--- src/rtl/abo_pkg.sv ---
`timescale 1ns / 1ps
// ----------------------------------------------------------------------------
// abo_pkg
// Shared constants, register codes and types of the alpha-blend overlay
// compositor.
// ----------------------------------------------------------------------------
package abo_pkg;

    // pixels carried by one beat
    localparam int LANES            = 4;
    localparam int COORD_BITS_DEF   = 12;

    // pixel packing
    localparam int CHAN_W           = 8;
    localparam int IN_PIX_W         = 32;
    localparam int OUT_PIX_W        = 24;
    localparam int PROD_W           = 2 * CHAN_W;
    localparam int ALPHA_LSB        = 24;

    // register file
    localparam int CFG_IDX_W        = 3;
    localparam int CFG_DATA_W       = 13;
    localparam int DIM_W            = 13;
    localparam int POS_W            = 12;

    typedef enum logic [CFG_IDX_W-1:0] {
        CFG_FRAME_WIDTH   = 3'd0,
        CFG_FRAME_HEIGHT  = 3'd1,
        CFG_WINDOW_LEFT   = 3'd2,
        CFG_WINDOW_TOP    = 3'd3,
        CFG_WINDOW_WIDTH  = 3'd4,
        CFG_WINDOW_HEIGHT = 3'd5
    } cfg_idx_t;

    // register reset values
    localparam logic [DIM_W-1:0] RST_FRAME_WIDTH   = 13'd800;
    localparam logic [DIM_W-1:0] RST_FRAME_HEIGHT  = 13'd600;
    localparam logic [POS_W-1:0] RST_WINDOW_LEFT   = 12'd252;
    localparam logic [POS_W-1:0] RST_WINDOW_TOP    = 12'd424;
    localparam logic [DIM_W-1:0] RST_WINDOW_WIDTH  = 13'd235;
    localparam logic [DIM_W-1:0] RST_WINDOW_HEIGHT = 13'd126;

    // row status of the beat being accepted
    typedef struct packed {
        logic row_in;
        logic row_end;
        logic frame_end;
    } pos_t;

endpackage

--- src/rtl/abo_lane.sv ---
`timescale 1ns / 1ps
// ----------------------------------------------------------------------------
// abo_lane
// One pixel lane: window test on its column, per-channel products in the
// first stage, sum, scale and pass-through select in the second.
// ----------------------------------------------------------------------------
module abo_lane #(
    parameter int LANE_IDX = 0,
    parameter int CMP_W    = 14
) (
    input  logic                           aclk,
    input  logic                           stage1_en,
    input  logic                           stage2_en,
    input  logic [CMP_W-1:0]               col,
    input  logic [CMP_W-1:0]               win_left,
    input  logic [CMP_W-1:0]               win_right,
    input  logic                           row_in,
    input  logic [abo_pkg::IN_PIX_W-1:0]   back_pixel,
    input  logic [abo_pkg::IN_PIX_W-1:0]   front_pixel,
    output logic [abo_pkg::OUT_PIX_W-1:0]  out_pixel
);
    import abo_pkg::*;

    localparam int NCH = 3;

    logic [CMP_W-1:0]     x;
    logic                 in_win;
    logic [CHAN_W-1:0]    alpha;
    logic [CHAN_W-1:0]    alpha_inv;

    logic                 in_win_reg;
    logic [OUT_PIX_W-1:0] back_reg;
    logic [PROD_W-1:0]    prod_f_reg [NCH];
    logic [PROD_W-1:0]    prod_b_reg [NCH];

    logic [OUT_PIX_W-1:0] blended;
    logic [OUT_PIX_W-1:0] out_pixel_reg;
    logic [OUT_PIX_W-1:0] out_pixel_next;

    // window test for this lane's column
    assign x         = col + CMP_W'(LANE_IDX);
    assign in_win    = row_in && (x >= win_left) && (x < win_right);
    assign alpha     = front_pixel[ALPHA_LSB +: CHAN_W];
    assign alpha_inv = ~alpha;

    // stage 1: products per channel
    always_ff @(posedge aclk) begin
        if (stage1_en) begin
            in_win_reg <= in_win;
            back_reg   <= back_pixel[OUT_PIX_W-1:0];
            for (int c = 0; c < NCH; c++) begin
                prod_f_reg[c] <= front_pixel[c*CHAN_W +: CHAN_W] * alpha;
                prod_b_reg[c] <= back_pixel[c*CHAN_W +: CHAN_W] * alpha_inv;
            end
        end
    end

    // sum and drop the low byte
    always_comb begin
        logic [PROD_W:0] sum;
        for (int c = 0; c < NCH; c++) begin
            sum = {1'b0, prod_f_reg[c]} + {1'b0, prod_b_reg[c]};
            blended[c*CHAN_W +: CHAN_W] = sum[CHAN_W +: CHAN_W];
        end
    end

    assign out_pixel_next = in_win_reg ? blended : back_reg;

    // stage 2: output register
    always_ff @(posedge aclk) begin
        if (stage2_en) begin
            out_pixel_reg <= out_pixel_next;
        end
    end

    assign out_pixel = out_pixel_reg;

endmodule

--- src/rtl/abo_position.sv ---
`timescale 1ns / 1ps
// ----------------------------------------------------------------------------
// abo_position
// Column and row counters of the raster, row window test and row / frame end
// flags of the beat at the input.
// ----------------------------------------------------------------------------
module abo_position #(
    parameter int COORD_BITS = abo_pkg::COORD_BITS_DEF,
    parameter int CMP_W      = 14
) (
    input  logic                      aclk,
    input  logic                      aresetn,
    input  logic                      advance,
    input  logic [abo_pkg::DIM_W-1:0] frame_width,
    input  logic [abo_pkg::DIM_W-1:0] frame_height,
    input  logic [abo_pkg::POS_W-1:0] window_top,
    input  logic [abo_pkg::DIM_W-1:0] window_height,
    output logic [COORD_BITS-1:0]     col,
    output abo_pkg::pos_t             pos
);
    import abo_pkg::*;

    logic [COORD_BITS-1:0] column_count_reg;
    logic [COORD_BITS-1:0] column_count_next;
    logic [COORD_BITS-1:0] row_count_reg;
    logic [COORD_BITS-1:0] row_count_next;

    logic [CMP_W-1:0] col_w;
    logic [CMP_W-1:0] row_w;
    logic [CMP_W-1:0] col_step;
    logic [CMP_W-1:0] row_step;
    logic [CMP_W-1:0] row_bottom;

    assign col_w      = CMP_W'(column_count_reg);
    assign row_w      = CMP_W'(row_count_reg);
    assign col_step   = col_w + CMP_W'(LANES);
    assign row_step   = row_w + CMP_W'(1);
    assign row_bottom = CMP_W'(window_top) + CMP_W'(window_height);

    // row status
    always_comb begin
        pos.row_in    = (row_w >= CMP_W'(window_top)) && (row_w < row_bottom);
        pos.row_end   = col_step >= CMP_W'(frame_width);
        pos.frame_end = pos.row_end && (row_step >= CMP_W'(frame_height));
    end

    // next counter values
    always_comb begin
        column_count_next = column_count_reg;
        row_count_next    = row_count_reg;
        if (pos.row_end) begin
            column_count_next = '0;
            row_count_next    = pos.frame_end ? '0 : row_step[COORD_BITS-1:0];
        end else begin
            column_count_next = col_step[COORD_BITS-1:0];
        end
    end

    always_ff @(posedge aclk) begin
        if (!aresetn) begin
            column_count_reg <= '0;
            row_count_reg    <= '0;
        end else if (advance) begin
            column_count_reg <= column_count_next;
            row_count_reg    <= row_count_next;
        end
    end

    assign col = column_count_reg;

endmodule

--- src/rtl/alpha_blend_overlay_compositor_core.sv ---
`timescale 1ns / 1ps
// ----------------------------------------------------------------------------
// alpha_blend_overlay_compositor_core
// Blends a foreground RGBA stream over a background RGB stream inside a
// programmable rectangle, four pixels a beat.
// ----------------------------------------------------------------------------
// Usage:
//   s_ channel: one beat carries four background pixels and the four aligned
//   foreground RGBA pixels, in raster order, lane 0 leftmost.
//   m_ channel: one beat per input beat with four blended RGB pixels and
//   row_end / frame_end flags.
//   cfg channel: register writes (index, data), always ready; write only while
//   the block is idle.
// Pipeline: two register stages, the product stage and the output register;
//   m_valid rises when the beat moves on from the product stage to the output.
// Throughput: one beat per cycle unless stalled; the four lanes blend in parallel,
//   each lane's per-channel 8x8 multiplies are registered before the final add.
// Reset: counters restart at column 0, row 0; registers return to their
//   defaults (800x600 frame, window 235x126 at 252,424); pipeline empties.
// Stall: when m_ready is low the output beat holds; if the product stage is
//   empty one more beat is taken into it, then s_ready drops until the output drains.
// ----------------------------------------------------------------------------
module alpha_blend_overlay_compositor_core #(
    parameter int COORD_BITS = abo_pkg::COORD_BITS_DEF
) (
    input  logic                            aclk,
    input  logic                            aresetn,

    input  logic                            s_valid,
    output logic                            s_ready,
    input  logic [abo_pkg::IN_PIX_W-1:0]    s_back_pixel_0,
    input  logic [abo_pkg::IN_PIX_W-1:0]    s_back_pixel_1,
    input  logic [abo_pkg::IN_PIX_W-1:0]    s_back_pixel_2,
    input  logic [abo_pkg::IN_PIX_W-1:0]    s_back_pixel_3,
    input  logic [abo_pkg::IN_PIX_W-1:0]    s_front_pixel_0,
    input  logic [abo_pkg::IN_PIX_W-1:0]    s_front_pixel_1,
    input  logic [abo_pkg::IN_PIX_W-1:0]    s_front_pixel_2,
    input  logic [abo_pkg::IN_PIX_W-1:0]    s_front_pixel_3,

    output logic                            m_valid,
    input  logic                            m_ready,
    output logic [abo_pkg::OUT_PIX_W-1:0]   m_out_pixel_0,
    output logic [abo_pkg::OUT_PIX_W-1:0]   m_out_pixel_1,
    output logic [abo_pkg::OUT_PIX_W-1:0]   m_out_pixel_2,
    output logic [abo_pkg::OUT_PIX_W-1:0]   m_out_pixel_3,
    output logic                            m_row_end,
    output logic                            m_frame_end,

    input  logic                            cfg_valid,
    output logic                            cfg_ready,
    input  logic [abo_pkg::CFG_IDX_W-1:0]   cfg_index,
    input  logic [abo_pkg::CFG_DATA_W-1:0]  cfg_data
);
    import abo_pkg::*;

    // compare width: holds column + lane offset and window edge sums
    localparam int CMP_W = ((COORD_BITS + 1) > (DIM_W + 1)) ? (COORD_BITS + 1) : (DIM_W + 1);

    // registers
    logic [DIM_W-1:0] frame_width_reg;
    logic [DIM_W-1:0] frame_height_reg;
    logic [POS_W-1:0] window_left_reg;
    logic [POS_W-1:0] window_top_reg;
    logic [DIM_W-1:0] window_width_reg;
    logic [DIM_W-1:0] window_height_reg;

    // pipeline control
    logic s1_valid_reg;
    logic s1_row_end_reg;
    logic s1_frame_end_reg;
    logic m_valid_reg;
    logic m_row_end_reg;
    logic m_frame_end_reg;
    logic out_free;
    logic accept;
    logic s1_adv;

    logic [COORD_BITS-1:0] col;
    pos_t                  pos;
    logic [CMP_W-1:0]      col_w;
    logic [CMP_W-1:0]      win_left;
    logic [CMP_W-1:0]      win_right;

    logic [IN_PIX_W-1:0]  back_pix  [LANES];
    logic [IN_PIX_W-1:0]  front_pix [LANES];
    logic [OUT_PIX_W-1:0] out_pix   [LANES];

    // register write port
    assign cfg_ready = 1'b1;

    always_ff @(posedge aclk) begin
        if (!aresetn) begin
            frame_width_reg   <= RST_FRAME_WIDTH;
            frame_height_reg  <= RST_FRAME_HEIGHT;
            window_left_reg   <= RST_WINDOW_LEFT;
            window_top_reg    <= RST_WINDOW_TOP;
            window_width_reg  <= RST_WINDOW_WIDTH;
            window_height_reg <= RST_WINDOW_HEIGHT;
        end else if (cfg_valid) begin
            case (cfg_index)
                CFG_FRAME_WIDTH:   frame_width_reg   <= cfg_data[DIM_W-1:0];
                CFG_FRAME_HEIGHT:  frame_height_reg  <= cfg_data[DIM_W-1:0];
                CFG_WINDOW_LEFT:   window_left_reg   <= cfg_data[POS_W-1:0];
                CFG_WINDOW_TOP:    window_top_reg    <= cfg_data[POS_W-1:0];
                CFG_WINDOW_WIDTH:  window_width_reg  <= cfg_data[DIM_W-1:0];
                CFG_WINDOW_HEIGHT: window_height_reg <= cfg_data[DIM_W-1:0];
                default: ;
            endcase
        end
    end

    // handshake and stage advance
    assign out_free = !m_valid_reg || m_ready;
    assign s_ready  = !s1_valid_reg || out_free;
    assign accept   = s_valid && s_ready;
    assign s1_adv   = s1_valid_reg && out_free;

    always_ff @(posedge aclk) begin
        if (!aresetn) begin
            s1_valid_reg <= 1'b0;
            m_valid_reg  <= 1'b0;
        end else begin
            if (s_ready) begin
                s1_valid_reg <= s_valid;
            end
            if (out_free) begin
                m_valid_reg <= s1_valid_reg;
            end
        end
    end

    // row flags travel with the beat
    always_ff @(posedge aclk) begin
        if (accept) begin
            s1_row_end_reg   <= pos.row_end;
            s1_frame_end_reg <= pos.frame_end;
        end
        if (s1_adv) begin
            m_row_end_reg   <= s1_row_end_reg;
            m_frame_end_reg <= s1_frame_end_reg;
        end
    end

    // raster position
    abo_position #(
        .COORD_BITS (COORD_BITS),
        .CMP_W      (CMP_W)
    ) u_position (
        .aclk          (aclk),
        .aresetn       (aresetn),
        .advance       (accept),
        .frame_width   (frame_width_reg),
        .frame_height  (frame_height_reg),
        .window_top    (window_top_reg),
        .window_height (window_height_reg),
        .col           (col),
        .pos           (pos)
    );

    assign col_w     = CMP_W'(col);
    assign win_left  = CMP_W'(window_left_reg);
    assign win_right = CMP_W'(window_left_reg) + CMP_W'(window_width_reg);

    // lane mapping
    assign back_pix[0]  = s_back_pixel_0;
    assign back_pix[1]  = s_back_pixel_1;
    assign back_pix[2]  = s_back_pixel_2;
    assign back_pix[3]  = s_back_pixel_3;
    assign front_pix[0] = s_front_pixel_0;
    assign front_pix[1] = s_front_pixel_1;
    assign front_pix[2] = s_front_pixel_2;
    assign front_pix[3] = s_front_pixel_3;

    // blend lanes
    for (genvar g = 0; g < LANES; g++) begin : g_lane
        abo_lane #(
            .LANE_IDX (g),
            .CMP_W    (CMP_W)
        ) u_lane (
            .aclk        (aclk),
            .stage1_en   (accept),
            .stage2_en   (s1_adv),
            .col         (col_w),
            .win_left    (win_left),
            .win_right   (win_right),
            .row_in      (pos.row_in),
            .back_pixel  (back_pix[g]),
            .front_pixel (front_pix[g]),
            .out_pixel   (out_pix[g])
        );
    end

    // merged output beat
    assign m_valid       = m_valid_reg;
    assign m_out_pixel_0 = out_pix[0];
    assign m_out_pixel_1 = out_pix[1];
    assign m_out_pixel_2 = out_pix[2];
    assign m_out_pixel_3 = out_pix[3];
    assign m_row_end     = m_row_end_reg;
    assign m_frame_end   = m_frame_end_reg;

endmodule
--- config.mk ---
export PLATFORM = sky130hd
export DESIGN_NAME = alpha_blend_overlay_compositor_core
export DESIGN_NICKNAME = d
export VERILOG_FILES = /design/src/rtl/abo_pkg.sv /design/src/rtl/abo_lane.sv /design/src/rtl/abo_position.sv /design/src/rtl/alpha_blend_overlay_compositor_core.sv
export SDC_FILE = /design/constraint.sdc
export NUM_CORES = 2
export LEC_CHECK = 0
export BUFFER_PORTS_ARGS = -buffer_cell sky130_fd_sc_hd__buf_2
export CAP_MARGIN = 20
export CORE_ASPECT_RATIO = 1.1
export CORE_MARGIN = 5
export CORE_UTILIZATION = 40
export DETAILED_ROUTE_END_ITERATION = 10
export HOLD_SLACK_MARGIN = 0.02
export PLACE_DENSITY_LB_ADDON = 0.25
export RECOVER_POWER = 25
export SYNTH_ARGS = -nofsm -noshare
export SYNTH_HDL_FRONTEND = slang
export SYNTH_SLANG_ARGS = --single-unit
--- constraint.sdc ---
create_clock -name aclk -period 14.9 [get_ports aclk]
set_clock_uncertainty 0.1 [all_clocks]
set_input_delay 0 -clock aclk [delete_from_list [all_inputs] [get_ports aclk]]
set_output_delay 0 -clock aclk [all_outputs]
set_load 0.01 [all_outputs]
==> results.cfg <==
[run_status]
status = complete, but fails checks
violations = capacitance limit, slew limit

[synth]
yosysTopAreaCell = edfxtp_1
synth_seq_cells = 684
ys_seq_area_frac = 0.2412
synth.top_cell.area_share = 0.2165
syn_inst = 8042
synth-async-reset-ratio = 0
synth_area_leaders = edfxtp_1 22%, fa_1 21%, ha_1 18%
ys.flop_type = edfxtp_1
synth.most_common_cell = inv_1
avgSynthCellArea_sq_um = 10.07
ys_types = 76
synth_edf_count = 584
synth_fp_nets = 10340
synthesis.area_sq_um = 80990
yosys-top-cells-count = 1297 x inv_1, 1158 x ha_1, 866 x fa_1
synth_warnings = 0

[power_and_ir_drop]
share_comb_of_total_power = 0.562
p_sw_uw = 4871
ir_drop_mv = 0.08536
power_density_nw_per_um2 = 134.7
switching_share = 0.3965
power_frac_clock = 0.187
p_seq_frac = 0.251
p_int_uw = 7414
p_leak_uw = 0.04244
power_uw = 12280

[clocking]
clock_sinks = 684
clk_latency_ps = 720
clkTransAtPathRegs_ps = 60
htree_levels = 3
clock_path_buffers = 3
cts_tree = yes
cts_root_buf = clkbuf_16
post_cts_resized = 0
cts_buffers = 87
cts_setup_buffers = 0

[place]
dp_hpwl_mm = 139.5
placed_area_sq_um = 85600
globalplace.congestion = 0.8181
io_buffers = 344

[drt]
first_iter_violations = 2162
wire_per_inst_um = 16.60
wirelength_mm = 188.8
drcViolationCount = 0
viasPerCell = 4.948
dr.pass1.iters = 5
final_antenna_net_count = 0
num_vias = 56280

[timing]
rsz0062_at_grt = false
slew_violations = 328
hold_ws_ps = 116.7
hold_viol_final = 0
slew_headroom = -1.774
max_freq_ghz = 0.1716
finalCritPeriodShare = 0.3912
setup_viol = 0
tns_ps = 0
worst_slew_pin_slew_ps = 4160
fin_crit_ps = 5828

[worst_setup_path]
rrSetupSlack_ps = 10620
crit_path_max_fanout = 48
reg2regPathDepth = 16
r2r_start = window_top_reg[0]$_SDFFE_PN0P_
crit_type = primary input to flip-flop
worstSetupStartpointType = primary input
timing.rr.end = g_lane[1].u_lane.in_win_reg$_DFFE_PP_
required_ps = 15250
cp-end-kind = flip-flop
critPathArrivalTime_ps = 6180

[finish]
final_nets = 10860
area_delta_synth_final_pct = 12.56
fillers = 19240
drive_gt1_frac = 0.05225
fin_area_sq_um = 91170

[die]
fp.dieW_um = 439.0
start_util = 0.4015
die_height_um = 481.9
dieArea_sq_um = 211600
ios = 378
core_sq_um = 201700
row_count = 173

[global_route]
grt-ovfl-total = 0
grt_usage = 0.1811
grt_pass1_vias = 60660
grt_start_max_net_pins = 145
antenna_found_initial = 35
grt_pass1_wl_mm = 313.0

[hold_path]
min_to = frame_width_reg[11]$_SDFFE_PN0P_
hold_depth = 4
hp-start = cfg_data[11]
hold_path.class = primary input to flip-flop

[job]
cap_violations = 6
## critical path, stage by stage
cell and delay (ps):
dlygate4sd3_1 550, buf_2 110, clkbuf_1 1820, nor2b_1 230, fa_1 650, inv_1 60
fa_1 490, fa_1 500, inv_1 40, ha_1 310, o21a_1 130, nor2_1 150
o21bai_1 110, a31o_2 270, a41o_1 260, o41ai_1 350, xnor2_1 130
## final cells by class
cell class / count / area, sq um / area share
clock buffers: 106 / 2375 / 0.02605
diodes: 30 / 75.07 / 0.0008235
clock inverters: 56 / 732.0 / 0.008029
well taps: 2712 / 3393 / 0.03722
multi-input cells: 5841 / 55750 / 0.6116
flip-flops and latches: 684 / 19540 / 0.2143
repair buffers: 647 / 4423 / 0.04852
inverters: 1297 / 4876 / 0.05348
## layer usage
layer  vias to the layer above  global-route usage  share of wire
met1                     27960              0.2255           0.44
li1                      27230                   -              -
met3                       269             0.02524          0.037
met4                        16             0.05304          0.026
met2                       806              0.3269           0.50
met5                         -                   0        0.00052
## what timing repair did
action                                  CTS  global route
endpoints found under the setup margin    0             0
endpoints found under the hold margin   302             1
hold buffers                            262             1
## stage by stage
| stage | instances | util | setup slack (ps) |
|---|---|---|---|
| 2_1_floorplan | 8042 | - | 6797 |
| 3_3_place_gp | 10920 | 0.4243 | 9771 |
| 3_5_place_dp | 10920 | 0.4243 | 9682 |
| 4_1_cts | 11340 | 0.4527 | 10490 |
| 5_1_grt | 11360 | 0.4517 | 8696 |
| 6_report | 11370 | 0.4519 | 9072 |
## layout by cell type, fill, tap and decap left out, drive strengths merged, types with 184 or more instances in the layout
cell         netlist  routed
inv             1297    1304
ha              1158    1158
fa               866     866
nor2b            700     700
and2             643     643
edfxtp           584     584
nand2            462     462
xnor2            313     313
clkbuf           214     306
a21oi            278     278
dlygate4sd3        0     263
nand2b           187     187
buf                6     184
## power by group through the flow
stage | clock [uW] | combinational (uW) | sequential, uW
global route | 2450 | 7960 | 3130
detailed placement | 0 | 6920 | 3130
finish | 2300 | 6900 | 3090
CTS | 2380 | 7060 | 3100
floorplan | 0 | 5300 | 3100
global placement | 0 | 6790 | 3120
## how the worst max path moves through the flow
stage | from | to | slack, ps | depth (start not counted)
finish | s_front_pixel_2[24] | g_lane[2].u_lane.prod_b_reg[0][31]$_DFFE_PP_ | 9070 | 17
global route | s_front_pixel_2[24] | g_lane[2].u_lane.prod_b_reg[0][31]$_DFFE_PP_ | 8700 | 17
CTS | window_top_reg[0]$_SDFFE_PN0P_ | g_lane[2].u_lane.in_win_reg$_DFFE_PP_ | 10490 | 16
detailed placement | s_front_pixel_2[26] | g_lane[2].u_lane.prod_b_reg[0][31]$_DFFE_PP_ | 9680 | 16
global placement | s_front_pixel_2[26] | g_lane[2].u_lane.prod_b_reg[0][31]$_DFFE_PP_ | 9770 | 16
floorplan | m_valid$_SDFFE_PN0P_ | u_position.col[10]$_SDFFE_PN0P_ | 6800 | 8
## cell families (layout without fill, tap and decap cells)
| logic type | count (synthesis) | count (layout) | synth area share |
|---|---|---|---|
| XOR/XNOR | 417 | 417 | 0.04509 |
| AO/OA/AOI/OAI | 873 | 873 | 0.07119 |
| AND/OR/NAND/NOR | 2436 | 2436 | 0.1669 |
| other | 2 | 32 | 0.00009273 |
| adder cells (fa/ha/maj) | 2024 | 2024 | 0.3930 |
| multiplexers | 89 | 89 | 0.01220 |
| buffers and inverters | 1517 | 2106 | 0.07035 |
| flip-flops | 684 | 684 | 0.2412 |
Power figures use the tool's default switching activity.
